$ cat src/smbd_pkg.sv
// Package for the schema message byte decoder.
// Holds parse phases, record kinds, error codes and the record struct.
// No dependencies.
package smbd_pkg;

    localparam int QueueDepth = 4;
    localparam int QueueDepthDefault = QueueDepth;

    typedef enum logic [3:0] {
        PH_PREFIX, PH_MSGID, PH_CORR, PH_STREAM, PH_SEQ, PH_COMP, PH_FCOUNT,
        PH_FID, PH_VCOUNT, PH_TYPE, PH_VALUE, PH_LEN, PH_PAYLOAD, PH_DONE,
        PH_DISCARD
    } t_phase;

    localparam logic [2:0] KIND_HEADER  = 3'd0;
    localparam logic [2:0] KIND_FIELD   = 3'd1;
    localparam logic [2:0] KIND_VALUE   = 3'd2;
    localparam logic [2:0] KIND_PAYLOAD = 3'd3;
    localparam logic [2:0] KIND_ERROR   = 3'd5;

    localparam logic [1:0] ERR_SHORT     = 2'd0;
    localparam logic [1:0] ERR_MAGIC     = 2'd1;
    localparam logic [1:0] ERR_TRUNCATED = 2'd2;

    localparam logic [3:0] TYPE_BOOL   = 4'd0;
    localparam logic [3:0] TYPE_FLOAT  = 4'd5;
    localparam logic [3:0] TYPE_STRING = 4'd7;
    localparam logic [3:0] TYPE_BYTES  = 4'd8;

    // Record request from the front part to the back part.
    typedef struct packed {
        logic [2:0]  kind;
        logic [31:0] msg_ident;
        logic [63:0] corr_ident;
        logic [63:0] strm_ident;
        logic [31:0] sequence_number;
        logic        compressed_flag;
        logic [31:0] field_ident;
        logic [31:0] item_count;
        logic [3:0]  value_type;
        logic [63:0] value_bits;
        logic        widen;
        logic [1:0]  error_code;
        logic        ends_message;
    } t_rec;

    function automatic logic [7:0] magic_byte(input logic [1:0] idx);
        logic [7:0] b;
        case (idx)
            2'd0: b = 8'h53;
            2'd1: b = 8'h48;
            2'd2: b = 8'h50;
            2'd3: b = 8'h31;
            default: b = 8'h00;
        endcase
        return b;
    endfunction

endpackage

$ cat src/smbd_front.sv
// Front part: accepts bytes, tracks the frame phase and builds record requests.
// Depends on smbd_pkg.
module smbd_front (
    input  logic           i_clk,
    input  logic           i_rst_n,
    input  logic           i_take,
    input  logic [7:0]     i_data_byte,
    input  logic           i_last_byte,
    output logic           o_have,
    output smbd_pkg::t_rec o_rec
);
    import smbd_pkg::*;

    t_phase      r_phase, n_phase;
    logic [2:0]  r_pos, n_pos;
    logic [63:0] r_word, n_word;
    logic [3:0]  r_seen, n_seen;
    logic        r_mis, n_mis;
    logic [31:0] r_mid, n_mid;
    logic [63:0] r_corr, n_corr;
    logic [63:0] r_strm, n_strm;
    logic [31:0] r_seq, n_seq;
    logic        r_comp, n_comp;
    logic [31:0] r_fl, n_fl, r_vl, n_vl, r_pl, n_pl, r_cf, n_cf;
    logic [3:0]  r_ct, n_ct;

    logic [63:0] w;
    logic [3:0]  len;
    logic        done;
    logic [31:0] fl_dec, vl_dec;

    // Fold the byte into the word at its position
    assign w = r_word | ({56'd0, i_data_byte} << {r_pos, 3'b000});
    assign fl_dec = r_fl - 32'd1;
    assign vl_dec = r_vl - 32'd1;

    always_comb begin
        n_phase = r_phase; n_pos = r_pos; n_word = r_word; n_seen = r_seen;
        n_mis = r_mis; n_mid = r_mid; n_corr = r_corr; n_strm = r_strm;
        n_seq = r_seq; n_comp = r_comp; n_fl = r_fl; n_vl = r_vl; n_pl = r_pl;
        n_cf = r_cf; n_ct = r_ct;
        o_have = 1'b0;
        o_rec = '0;
        len = 4'd4;
        case (r_phase)
            PH_MSGID, PH_SEQ, PH_FCOUNT, PH_FID, PH_VCOUNT, PH_LEN: len = 4'd4;
            PH_CORR, PH_STREAM: len = 4'd8;
            PH_VALUE: len = (r_ct == TYPE_BOOL) ? 4'd1 : (r_ct == TYPE_FLOAT) ? 4'd4 : 4'd8;
            default: len = 4'd4;
        endcase
        done = ({1'b0, r_pos} + 4'd1) >= len;
        case (r_phase)
            PH_PREFIX, PH_COMP, PH_TYPE, PH_PAYLOAD, PH_DONE, PH_DISCARD: ;
            default: begin
                if (done) begin
                    n_pos = '0;
                    n_word = '0;
                end else begin
                    n_pos = r_pos + 3'd1;
                    n_word = w;
                end
            end
        endcase
        o_rec.msg_ident = r_mid; o_rec.corr_ident = r_corr;
        o_rec.strm_ident = r_strm; o_rec.sequence_number = r_seq;
        o_rec.compressed_flag = r_comp;
        case (r_phase)
            PH_PREFIX: begin
                if (!r_seen[3] && !r_seen[2] && i_data_byte != magic_byte(r_seen[1:0]))
                    n_mis = 1'b1;
                n_seen = r_seen + 4'd1;
                if (r_seen == 4'd11)
                    n_phase = (n_mis) ? PH_DISCARD : PH_MSGID;
            end
            PH_MSGID: if (done) begin n_mid = w[31:0]; n_phase = PH_CORR; end
            PH_CORR: if (done) begin n_corr = w; n_phase = PH_STREAM; end
            PH_STREAM: if (done) begin n_strm = w; n_phase = PH_SEQ; end
            PH_SEQ: if (done) begin n_seq = w[31:0]; n_phase = PH_COMP; end
            PH_COMP: begin
                n_comp = (i_data_byte != 8'd0);
                n_phase = PH_FCOUNT;
            end
            PH_FCOUNT: if (done) begin
                n_fl = w[31:0];
                o_have = 1'b1;
                o_rec.kind = KIND_HEADER;
                o_rec.item_count = w[31:0];
                n_phase = (w[31:0] == 32'd0) ? PH_DONE : PH_FID;
            end
            PH_FID: if (done) begin n_cf = w[31:0]; n_phase = PH_VCOUNT; end
            PH_VCOUNT: if (done) begin
                n_vl = w[31:0];
                o_have = 1'b1;
                o_rec.kind = KIND_FIELD;
                o_rec.field_ident = r_cf;
                o_rec.item_count = w[31:0];
                if (w[31:0] == 32'd0) begin
                    n_fl = fl_dec;
                    n_phase = (fl_dec == 32'd0) ? PH_DONE : PH_FID;
                end else begin
                    n_phase = PH_TYPE;
                end
            end
            PH_TYPE: begin
                if (i_data_byte > 8'd8) begin
                    n_vl = vl_dec;
                    if (vl_dec == 32'd0) begin
                        n_fl = fl_dec;
                        n_phase = (fl_dec == 32'd0) ? PH_DONE : PH_FID;
                    end else begin
                        n_phase = PH_TYPE;
                    end
                end else begin
                    n_ct = i_data_byte[3:0];
                    n_phase = (i_data_byte[3:0] == TYPE_STRING ||
                               i_data_byte[3:0] == TYPE_BYTES) ? PH_LEN : PH_VALUE;
                end
            end
            PH_VALUE: if (done) begin
                o_have = 1'b1;
                o_rec.kind = KIND_VALUE;
                o_rec.field_ident = r_cf;
                o_rec.value_type = r_ct;
                o_rec.value_bits = (r_ct == TYPE_BOOL) ? {63'd0, w != 64'd0} : w;
                o_rec.widen = (r_ct == TYPE_FLOAT);
                n_vl = vl_dec;
                if (vl_dec == 32'd0) begin
                    n_fl = fl_dec;
                    n_phase = (fl_dec == 32'd0) ? PH_DONE : PH_FID;
                end else begin
                    n_phase = PH_TYPE;
                end
            end
            PH_LEN: if (done) begin
                n_pl = w[31:0];
                o_have = 1'b1;
                o_rec.kind = KIND_VALUE;
                o_rec.field_ident = r_cf;
                o_rec.item_count = w[31:0];
                o_rec.value_type = r_ct;
                if (w[31:0] == 32'd0) begin
                    n_vl = vl_dec;
                    if (vl_dec == 32'd0) begin
                        n_fl = fl_dec;
                        n_phase = (fl_dec == 32'd0) ? PH_DONE : PH_FID;
                    end else begin
                        n_phase = PH_TYPE;
                    end
                end else begin
                    n_phase = PH_PAYLOAD;
                end
            end
            PH_PAYLOAD: begin
                o_have = 1'b1;
                o_rec.kind = KIND_PAYLOAD;
                o_rec.field_ident = r_cf;
                o_rec.value_type = r_ct;
                o_rec.value_bits = {56'd0, i_data_byte};
                n_pl = r_pl - 32'd1;
                if (r_pl == 32'd1) begin
                    n_vl = vl_dec;
                    if (vl_dec == 32'd0) begin
                        n_fl = fl_dec;
                        n_phase = (fl_dec == 32'd0) ? PH_DONE : PH_FID;
                    end else begin
                        n_phase = PH_TYPE;
                    end
                end
            end
            default: ;
        endcase
        o_rec.ends_message = o_have && (r_phase != PH_DONE) && (n_phase == PH_DONE);
        // Final byte: errors override, then drop all state
        if (i_last_byte) begin
            if (n_seen < 4'd12 || n_mis || n_phase != PH_DONE) begin
                o_rec = '0;
                o_have = 1'b1;
                o_rec.kind = KIND_ERROR;
                o_rec.ends_message = 1'b1;
                o_rec.error_code = (n_seen < 4'd12) ? ERR_SHORT :
                                   (n_mis) ? ERR_MAGIC : ERR_TRUNCATED;
            end
        end
    end

    always_ff @(posedge i_clk) begin
        if (!i_rst_n || (i_take && i_last_byte)) begin
            r_phase <= PH_PREFIX; r_pos <= '0; r_word <= '0; r_seen <= '0;
            r_mis <= 1'b0; r_mid <= '0; r_corr <= '0; r_strm <= '0; r_seq <= '0;
            r_comp <= 1'b0; r_fl <= '0; r_vl <= '0; r_pl <= '0; r_cf <= '0;
            r_ct <= '0;
        end else if (i_take) begin
            r_phase <= n_phase; r_pos <= n_pos; r_word <= n_word; r_seen <= n_seen;
            r_mis <= n_mis; r_mid <= n_mid; r_corr <= n_corr; r_strm <= n_strm;
            r_seq <= n_seq; r_comp <= n_comp; r_fl <= n_fl; r_vl <= n_vl;
            r_pl <= n_pl; r_cf <= n_cf; r_ct <= n_ct;
        end
    end

endmodule

$ cat src/smbd_queue.sv
// Short queue of record requests between the front and back parts.
// Depends on smbd_pkg.
module smbd_queue #(
    parameter int Depth = smbd_pkg::QueueDepthDefault
) (
    input  logic           i_clk,
    input  logic           i_rst_n,
    input  logic           i_push,
    input  smbd_pkg::t_rec i_rec,
    output logic           o_full,
    input  logic           i_pop,
    output logic           o_empty,
    output smbd_pkg::t_rec o_rec
);
    import smbd_pkg::*;

    localparam int Aw = (Depth > 1) ? $clog2(Depth) : 1;

    t_rec          r_mem [Depth];
    logic [Aw-1:0] r_wr, r_rd;
    logic [Aw:0]   r_cnt;

    assign o_full  = (r_cnt == Aw'(0) + (Aw+1)'(Depth));
    assign o_empty = (r_cnt == '0);
    assign o_rec   = r_mem[r_rd];

    // Store requests
    always_ff @(posedge i_clk) begin
        if (i_push && !o_full) r_mem[r_wr] <= i_rec;
    end

    // Advance pointers
    always_ff @(posedge i_clk) begin
        if (!i_rst_n) begin
            r_wr <= '0; r_rd <= '0; r_cnt <= '0;
        end else begin
            if (i_push && !o_full)
                r_wr <= (r_wr == Aw'(Depth - 1)) ? '0 : r_wr + Aw'(1);
            if (i_pop && !o_empty)
                r_rd <= (r_rd == Aw'(Depth - 1)) ? '0 : r_rd + Aw'(1);
            r_cnt <= r_cnt + (Aw+1)'(i_push && !o_full) - (Aw+1)'(i_pop && !o_empty);
        end
    end

endmodule

$ cat src/smbd_back.sv
// Back part: widens floats and holds the finished record in an output register.
// Depends on smbd_pkg.
module smbd_back (
    input  logic           i_clk,
    input  logic           i_rst_n,
    input  logic           i_valid,
    input  smbd_pkg::t_rec i_rec,
    output logic           o_take,
    input  logic           i_pop,
    output logic           o_empty,
    output smbd_pkg::t_rec o_rec
);
    import smbd_pkg::*;

    logic        r_full;
    t_rec        r_rec, n_rec;
    logic [22:0] m, mn;
    logic [7:0]  e;
    logic [4:0]  lz;
    logic [10:0] ex;

    assign o_take  = i_valid && (!r_full || i_pop);
    assign o_empty = !r_full;
    assign o_rec   = r_rec;

    // Widen a single float to double
    always_comb begin
        n_rec = i_rec;
        m = i_rec.value_bits[22:0];
        e = i_rec.value_bits[30:23];
        // Leading zeros of the fraction: the highest set bit wins
        lz = '0;
        for (int k = 0; k <= 22; k++) begin
            if (m[k]) lz = 5'(22 - k);
        end
        mn = m << (lz + 5'd1);
        ex = 11'd1023 - 11'd126 - 11'd1 - {6'd0, lz};
        if (i_rec.widen) begin
            if (e == 8'hFF) begin
                // Infinity keeps a zero fraction; NaN comes out quiet
                n_rec.value_bits = {i_rec.value_bits[31], 11'h7FF, (m != '0) | m[22],
                                    m[21:0], 29'd0};
            end else if (e == 8'd0) begin
                if (m == '0) n_rec.value_bits = {i_rec.value_bits[31], 63'd0};
                else n_rec.value_bits = {i_rec.value_bits[31], ex, mn, 29'd0};
            end else begin
                n_rec.value_bits = {i_rec.value_bits[31], {3'd0, e} + 11'd896, m, 29'd0};
            end
        end
    end

    // Hold the result until popped
    always_ff @(posedge i_clk) begin
        if (!i_rst_n) r_full <= 1'b0;
        else if (o_take) r_full <= 1'b1;
        else if (i_pop) r_full <= 1'b0;
    end

    always_ff @(posedge i_clk) begin
        if (o_take) r_rec <= n_rec;
    end

endmodule

$ cat src/schema_message_byte_decoder.sv
// Schema message byte decoder: one byte accepted per cycle when not full.
// A record passes through the queue and then the back part's output register before it reaches the result ports.
// Throughput: one byte per clock; the front stalls only when the queue fills.
// Reset: synchronous active low; phase, counters and queue pointers clear.
// The last byte of a buffer returns the parse state to its reset values.
module schema_message_byte_decoder #(
    parameter int QueueDepth = smbd_pkg::QueueDepthDefault
) (
    input  logic        i_clk,
    input  logic        i_rst_n,
    input  logic        push,
    output logic        full,
    input  logic [7:0]  i_data_byte,
    input  logic        i_last_byte,
    output logic        empty,
    input  logic        pop,
    output logic [2:0]  o_record_kind,
    output logic [31:0] o_message_id,
    output logic [63:0] o_correlation_id,
    output logic [63:0] o_stream_id,
    output logic [31:0] o_sequence_number,
    output logic        o_compressed_flag,
    output logic [31:0] o_field_ident,
    output logic [31:0] o_item_count,
    output logic [3:0]  o_value_type,
    output logic [63:0] o_value_bits,
    output logic [1:0]  o_error_code,
    output logic        o_ends_message
);
    import smbd_pkg::*;

    logic take, have, q_empty, b_take;
    t_rec f_rec, q_rec, o_rec;

    assign take = push && !full;

    smbd_front u_front (.i_clk, .i_rst_n, .i_take(take), .i_data_byte, .i_last_byte,
                        .o_have(have), .o_rec(f_rec));

    smbd_queue #(.Depth(QueueDepth)) u_queue (.i_clk, .i_rst_n, .i_push(take && have),
        .i_rec(f_rec), .o_full(full), .i_pop(b_take), .o_empty(q_empty), .o_rec(q_rec));

    smbd_back u_back (.i_clk, .i_rst_n, .i_valid(!q_empty), .i_rec(q_rec),
                      .o_take(b_take), .i_pop(pop), .o_empty(empty), .o_rec(o_rec));

    assign o_record_kind = o_rec.kind;
    assign o_message_id = o_rec.msg_ident;
    assign o_correlation_id = o_rec.corr_ident;
    assign o_stream_id = o_rec.strm_ident;
    assign o_sequence_number = o_rec.sequence_number;
    assign o_compressed_flag = o_rec.compressed_flag;
    assign o_field_ident = o_rec.field_ident;
    assign o_item_count = o_rec.item_count;
    assign o_value_type = o_rec.value_type;
    assign o_value_bits = o_rec.value_bits;
    assign o_error_code = o_rec.error_code;
    assign o_ends_message = o_rec.ends_message;

    a_err_ends: assert property (@(posedge i_clk) disable iff (!i_rst_n)
        (!empty && o_record_kind == KIND_ERROR) |-> o_ends_message)
        else $error("error record without end mark");
    a_no_push_full: assert property (@(posedge i_clk) disable iff (!i_rst_n)
        full |-> !q_empty)
        else $error("queue full yet empty");
    a_hold: assert property (@(posedge i_clk) disable iff (!i_rst_n)
        ($past(!empty) && $past(!pop) && $past(i_rst_n)) |-> !empty)
        else $error("result lost");

endmodule
$ cat config.mk
export PLATFORM = sky130hd
export DESIGN_NAME = schema_message_byte_decoder
export DESIGN_NICKNAME = d
export VERILOG_FILES = /design/src/smbd_pkg.sv /design/src/smbd_front.sv /design/src/smbd_queue.sv /design/src/smbd_back.sv /design/src/schema_message_byte_decoder.sv
export SDC_FILE = /design/constraint.sdc
export NUM_CORES = 2
export LEC_CHECK = 0
export CAP_MARGIN = 20
export CORE_MARGIN = 2
export CORE_UTILIZATION = 35
export DETAILED_ROUTE_END_ITERATION = 6
export DONT_BUFFER_PORTS = 1
export PLACE_DENSITY = 0.59
export SYNTH_ARGS = -nofsm -noshare
export SYNTH_HDL_FRONTEND = slang
export SYNTH_SLANG_ARGS = --single-unit
export TNS_END_PERCENT = 10
$ cat constraint.sdc
create_clock -name i_clk -period 28.2 [get_ports i_clk]
set_input_delay 4.23 -clock i_clk [delete_from_list [all_inputs] [get_ports i_clk]]
set_output_delay 4.23 -clock i_clk [all_outputs]
set_load 0.005 [all_outputs]
# After elaboration in Yosys (flattened, before gate mapping)
# Memories as Yosys holds them, arrays and structs flattened. A register that Yosys moved wholly into a read port is not among the register bits.
# Index checks and enable logic that the tools add are counted.
dict set report totals {
  in_bits 13
  mem_count 1
  word_cells 249
  mem_bits_rw 1328
  reg_bits 740
}
dict set report classes {
  bitwise_logic 4
  shift 2
  addsub 13
  n_lt_le_gt_ge 3
  n_eq_ne 38
  muxes 105
  n_reduce_logical 52
}
# name depth word_bits read_ports rd_ports_with_merged_regs write_ports line
set mem_list {}
lappend mem_list {u_queue.r_mem 4 332 1 1 1 smbd_queue.sv:19} ;# t_rec r_mem [Depth];
# cell n
set op_table {}
lappend op_table {{two-way mux 332 bit} 2}
lappend op_table {{two-way mux 32 bit} 16}
lappend op_table {{two-way mux 64 bit} 4}
lappend op_table {{one-hot mux 32 bit (6 select lines)} 1}
lappend op_table {{two-way mux 63 bit} 3}
lappend op_table {{one-hot mux 32 bit (5 select lines)} 1}
lappend op_table {{one-hot mux 32 bit (4 select lines)} 1}
lappend op_table {{one-hot mux 64 bit (2 select lines)} 1}
lappend op_table {{two-way mux 5 bit} 23}
lappend op_table {{zero test 32 bit} 3}
lappend op_table {{one-hot mux 32 bit (3 select lines)} 1}
lappend op_table {{subtractor 32 x 1 -> 32 bit (second input constant)} 3}
lappend op_table {{two-way mux 4 bit} 21}
lappend op_table {{two-way mux 69 bit} 1}
lappend op_table {{two-way mux 68 bit} 1}
lappend op_table {{OR 64 bit} 1}
lappend op_table {{one-hot mux 32 bit (2 select lines)} 1}
lappend op_table {{nonzero test 64 bit} 1}
lappend op_table {{<< shifter 8 x 6 -> 64 bit} 1}
lappend op_table {{one-hot mux 4 bit (13 select lines)} 1}
lappend op_table {{equality test 4 bit (second input constant)} 10}
lappend op_table {{equality test 32 x 1 -> 1 bit (second input constant)} 1}
lappend op_table {{one-hot mux 8 bit (4 select lines)} 1}
lappend op_table {{equality test 4 x 3 -> 1 bit (second input constant)} 6}
lappend op_table {{other kinds (52)} 112}

# Logic depth before layout (Yosys ltp)
dict set report depth {
  word_depth 29
  depth_mapped 23
}

# By module
# A second synthesis with hierarchy kept.
dict set report hier_totals {
  cells_unflattened 5293
  hier_area_um2 81974.9
}
# module area_each_um2 seq_area_each_um2 cells_per_inst n_inst
set modules_own_cells {}
lappend modules_own_cells {smbd_queue 48396.4 40058.4 1787 1}
lappend modules_own_cells {smbd_front 21087.7 8027.7 2780 1}
lappend modules_own_cells {smbd_back 12472.0 9989.6 723 1}
lappend modules_own_cells {schema_message_byte_decoder 18.8 0.0 3 1}

# Worst setup path after synthesis
# Ideal clock, no wire load.
dict set report synth_timing {
  path_kind {input -> register}
  start {input port pop}
  end {register u_queue.r_cnt[2]}
  t_required_ns 28.085
  setup_ns 0.115
  cell_stages 10
  arrival_time_ns 23.406
  setup_slack_ns 4.679
  path_cell_list {inv_1 -> a21oi_1 -> ha_1 -> inv_1 -> ha_1 -> inv_1 -> fa_1 -> xnor2_1 -> xnor2_1 -> and2_1}
}
dict set report synth_between {
  elab_chain_cells 4
}
# item line
set synth_lines {}
lappend synth_lines {{start: declaration} schema_message_byte_decoder.sv:16} ;# input logic pop,
lappend synth_lines {{logical OR 1 bit} smbd_back.sv:22} ;# assign o_take = i_valid && (!r_full || i_pop);
lappend synth_lines {{logical AND 1 bit} smbd_back.sv:22}
lappend synth_lines {{via b_take} schema_message_byte_decoder.sv:32} ;# logic take, have, q_empty, b_take;
lappend synth_lines {{logical AND 1 bit} smbd_queue.sv:41} ;# r_cnt <= r_cnt + (Aw+1)'(i_push && !o_full) - (Aw+1)'(i_pop && !o_empty);
lappend synth_lines {{subtractor 3 x 1 -> 3 bit} smbd_queue.sv:41}
lappend synth_lines {{end signal: assignment} smbd_queue.sv:41}
lappend synth_lines {{end: declaration} smbd_queue.sv:21} ;# logic [Aw:0] r_cnt;
# The timed path passes the listed nets, and every way through them passes these cells.
# A chain may end at the register's enable or synchronous reset.

# Worst setup path in the final report
dict set report layout_timing {
  start {input port i_data_byte[4]}
  end {memory u_queue.r_mem[0][309] in the netlist's numbering, enable pin}
}
dict set report layout_between {
  elab_chain_cells 15
  word_cells_on_any_way 28
}
# item line
set layout_lines {}
lappend layout_lines {{start: declaration} schema_message_byte_decoder.sv:13} ;# input logic [7:0] i_data_byte,
lappend layout_lines {{branches (longest 8 deep; another with << shifter 8 x 6 -> 64 bit)} n/a}
lappend layout_lines {{logical OR 1 bit *} smbd_front.sv:175} ;# if (n_seen < 4'd12 || n_mis || n_phase != PH_DONE) begin
lappend layout_lines {{two-way mux 1 bit *} smbd_front.sv:175}
lappend layout_lines {{two-way mux 1 bit *} smbd_front.sv:174} ;# if (i_last_byte) begin
lappend layout_lines {{logical AND 1 bit *} schema_message_byte_decoder.sv:40} ;# smbd_queue #(.Depth(QueueDepth)) u_queue (.i_clk, .i_rst_n, .i_push(take && have),
lappend layout_lines {{logical AND 1 bit *} smbd_queue.sv:29} ;# if (i_push && !o_full) r_mem[r_wr] <= i_rec;
lappend layout_lines {{two-way mux 1 bit *} smbd_queue.sv:29}
lappend layout_lines {{two-way mux 1 bit (implied by the code) *} smbd_queue.sv:29}
lappend layout_lines {{end: declaration} smbd_queue.sv:19}
# Mark *: on every way between the ends. The select of a mux whose other input is x is not followed.

==> results by group <==
Clock network
  – Deepest clock path buffer count: 3
  – Sink Count: 2070
  – Htree depth: 4
  – Reg clk slew, reported paths: 0.06 ns
  – CTS tree: yes
  – Clk_lat worst skew: around 0.85 ns
  – Post-CTS Hold Buffers: 0
  – CTS buffer count: 206
  – Postcts setup bufs: 0
  – CTS Root Cell: clkbuf_16
  – Resized Gates After CTS: 0

Logic synthesis
  – Most common cell in the netlist: edfxtp_1
  – Syn nets: approximately 5300
  – Post-synth top area share: 0.614
  – Cell accounting for the most synthesized area: edfxtp_1
  – Register area share after synthesis: 0.716
  – Synthesized cell area: 81100 um^2
  – Unique masters post-synth: 80
  – Main area contributors after synthesis: edfxtp_1 (61%), dfxtp_1 (10%), mux4_2 (9.3%), nor2_1 (2.6%), a211oi_1 (2.4%)
  – Post-Syn Area per Cell: 15.5 um^2
  – Yosys warns: 0
  – Top FF cell, synth: edfxtp_1
  – Asr flop ratio synth: 0
  – Mapped Cells: 5233
  – Seq cells post-synth: 2070
  – EDFF count, synth: roughly 1700
  – Synth cell count leaders: edfxtp_1 (1659), nor2_1 (572), dfxtp_1 (411)

Floorplan
  – Row count: 176
  – Die height: 485 um
  – Initial Util: 0.352
  – Die area: 236000 um^2
  – I/O Pins: between 300 and 400
  – Die width: slightly below 500 um
  – Core Area: approximately 230000 um^2

Route
  – DR vias: 46600
  – Overall routed net length: 226 mm
  – Total iterations of the first detailed-routing run: 6
  – Remaining DRCs: 0
  – DRT iter0 DRCs: between 5000 and 6000
  – Final ANT Viol Nets: 0
  – Mean number of vias per cell: between 5 and 6
  – WL/cell: 26.8 um

Min path
  – WHS Path Cells: 2
  – Worst Hold Class: flip-flop to flip-flop
  – Hold Crit Start: u_front.r_pl[23]
  – Hold EP: u_front.r_pl[23]

Power
  – Max IR drop VDD: 0.0836 mV
  – LEAKAGE: roughly 28 nW
  – Power density over the cells: between 90 and 100 nW/um^2

STA
  – Achievable Freq: between 0.1 and 0.15 GHz
  – RSZ-0062 raised after global routing: no
  – Max Slew Vio Count: 0
  – Post-layout minimum cycle time: 9.74 ns
  – Pin slew with the least headroom to its limit: 1.38 ns
  – Final Hold Viols: 0
  – Final worst path period share: 0.346
  – Final WS setup: 18.46 ns
  – Post-Route Skew: between 0.04 and 0.05 ns
  – Setup TNS: 0 ns
  – Slew Limit Headroom: 0.0770
  – Setup violators final: 0

Worst setup path
  – R2R Setup Slk: 20.64 ns
  – Critical path buffers and inverters: 3
  – Reg2Reg Depth: 18
  – Worst Setup Start Kind: primary input
  – Kind of end point of the critical path: flip-flop
  – Worst r2r src: u_front.r_phase[0]
  – Cell-by-cell trace of the critical path: and4b_1 > a2111oi_0 > o2111ai_1 > nor4_1 > nand2_1 > a2111oi_0 > nor2_1 > nor4_1 > o31ai_4 > inv_2 > o21a_1 > and2_4 > buf_12 > buf_4
  – Required time worst endpoint: 28.66 ns
  – CP max stage delay: roughly 0.82 ns
  – Data arrival, critical path: 10.20 ns
  – Reg-to-reg endpoint: u_queue.r_mem[0][309]
  – CP top delay family: simple AND/OR/NAND/NOR gates
  – CP max-delay cell: buf_4
  – Crit Path Category: primary input to flip-flop
  – Crit path max fanout: around 110

Placed design
  – IO buf count: 0
  – HPWL Detailed: between 100 and 150 mm
  – Placement Setup Slack: 17.76 ns
  – GP Congestion: roughly 0.9

GRT
  – Initial antenna violation count: 22
  – First-pass GRT wire length: 323 mm
  – Number of global-route vias before repair: around 45000
  – Largest net degree at the start of global routing: 132
  – GRT Resource Usage Total: 0.187
  – GRT overflow: 0

Final layout
  – Filler Cells Inserted: 20700
  – Area occupied by multi-input gates: roughly 22000 um^2
  – Register Area: 58100 um^2
  – Layout cell share with drive strength beyond 1: 0.167
  – Layout area overhead: 13.6%
  – Nets: 5231

Job
  – Max-cap check violation count: 0

Status
  – Status: completed
-- layer usage --
metal / routed length [um] / vias to the layer above / GRT usage
met4: 6000 / 0 / 0.0528
met1: 97500 / 24100 / 0.265
met2: 104000 / 1943 / 0.292
met3: 17900 / 303 / 0.0374
li1: - / 20300 / -
met5: 0 / - / 0
-- cell usage in the layout, fill, tap and decap left out, drive strengths merged, types with 14 or more instances in the layout --
cell         n
a211oi     255
a21oi      265
a22oi       46
a31oi       20
and2       248
buf        120
bufinv      21
clkbuf     295
clkinv      47
clkinvlp    18
dfxtp      411
edfxtp    1659
ha          24
inv         44
mux2        14
mux2i       47
mux4       335
nand2      172
nand2b      19
nand3       33
nand4       28
nor2       572
nor2b       51
nor3       147
nor4        38
o211ai      19
o21ai      144
o22ai       26
or2         17
or3         22
or4         18
xnor2       18
xor2        15
-- worst reg2reg max path, stage by stage (launching register included) --
cell	delay, ns
dfxtp_1	0.75
nand2b_1	0.50
nor2_1	0.21
a22o_1	0.22
ha_1	0.27
o21ai_0	0.11
o21bai_1	0.21
o21ai_0	0.14
nor4_1	0.54
nand2_1	0.13
a2111oi_0	0.40
nor2_1	0.11
nor4_1	0.60
o31ai_4	0.10
inv_2	0.33
o21a_1	0.37
and2_4	0.51
buf_12	0.41
buf_4	1.25
-- worst max path at each step --
stage | to | depth (start not counted) | slack [ns] | start
2_1_floorplan | u_queue.r_cnt[2] | 10 | 4.68 | pop
3_3_place_gp | u_queue.r_mem[1][14] | 14 | 17.57 | i_data_byte[4]
3_5_place_dp | u_queue.r_mem[1][14] | 14 | 17.76 | i_data_byte[4]
4_1_cts | u_queue.r_mem[0][320] | 14 | 18.64 | i_data_byte[4]
5_1_grt | u_queue.r_mem[0][309] | 14 | 18.24 | i_data_byte[4]
6_report | u_queue.r_mem[0][309] | 14 | 18.46 | i_data_byte[4]
-- where the power goes --
part | total [mW] | switching [mW] | internal (mW)
logic | 1.98 | 1.27 | 0.710
clock network | 2.84 | 1.19 | 1.66
registers | 4.04 | 0.235 | 3.81
-- registers in the layout (all words and copies together) (netlist names), named ones only --
signal           flops
u_front.r_corr      64
u_front.r_ct         4
u_queue.r_cnt        3
u_front.r_cf        32
u_front.r_vl        32
u_back.o_rec       331
u_front.r_seen       4
u_front.r_seq       32
u_front.r_word      64
u_front.r_strm      64
u_front.r_phase      4
u_front.r_mis        1
u_front.r_pl        32
u_front.r_comp       1
u_front.r_pos        3
u_queue.r_mem     1328
u_front.r_mid       32
u_queue.r_wr         2
u_front.r_fl        32
u_queue.r_rd         2
u_back.r_full        1
-- logic make-up (layout without fill, tap and decap cells) --
family / Yosys count / after routing / share of synthesized area
buffers and inverters: 402 / 545 / 0.0193
adders and majority gates: 25 / 25 / 0.00395
xor gates and xnor gates: 33 / 33 / 0.00366
DFF: 2070 / 2070 / 0.716
and+or+nand+nor: 1417 / 1417 / 0.0854
muxes: 396 / 396 / 0.101
other: 0 / 6 / 0
AOI/OAI and AO/OA: 890 / 890 / 0.0710
-- metrics by stage --
| step | area (um^2) | std cells | utilization | total power, mW | hold slack [ns] |
|---|---|---|---|---|---|
| 3_5_place_dp | 84900 | 8008 | 0.369 | 6.09 | 0.450 |
| 3_3_place_gp | 84900 | 8006 | 0.369 | 6.11 | 0.438 |
| 5_1_grt | 92100 | 8404 | 0.400 | 9.21 | 0.491 |
| 2_1_floorplan | 81100 | 5233 | - | 5.47 | 0.426 |
| 4_1_cts | 92100 | 8399 | 0.400 | 8.96 | 0.456 |
| 6_report | 92200 | 8408 | 0.400 | 8.87 | 0.460 |
-- layout make-up --
cell class / count / area share
diodes: 6 / 0.000163
clock buffers: 295 / 0.0638
clock inverters: 96 / 0.0138
inverters: 34 / 0.00138
multi-input cells: 2761 / 0.238
flip-flops and latches: 2070 / 0.630
well taps: 3026 / 0.0411
repair buffers: 120 / 0.0114
Note: power is estimated with default switching activity, not from simulation.
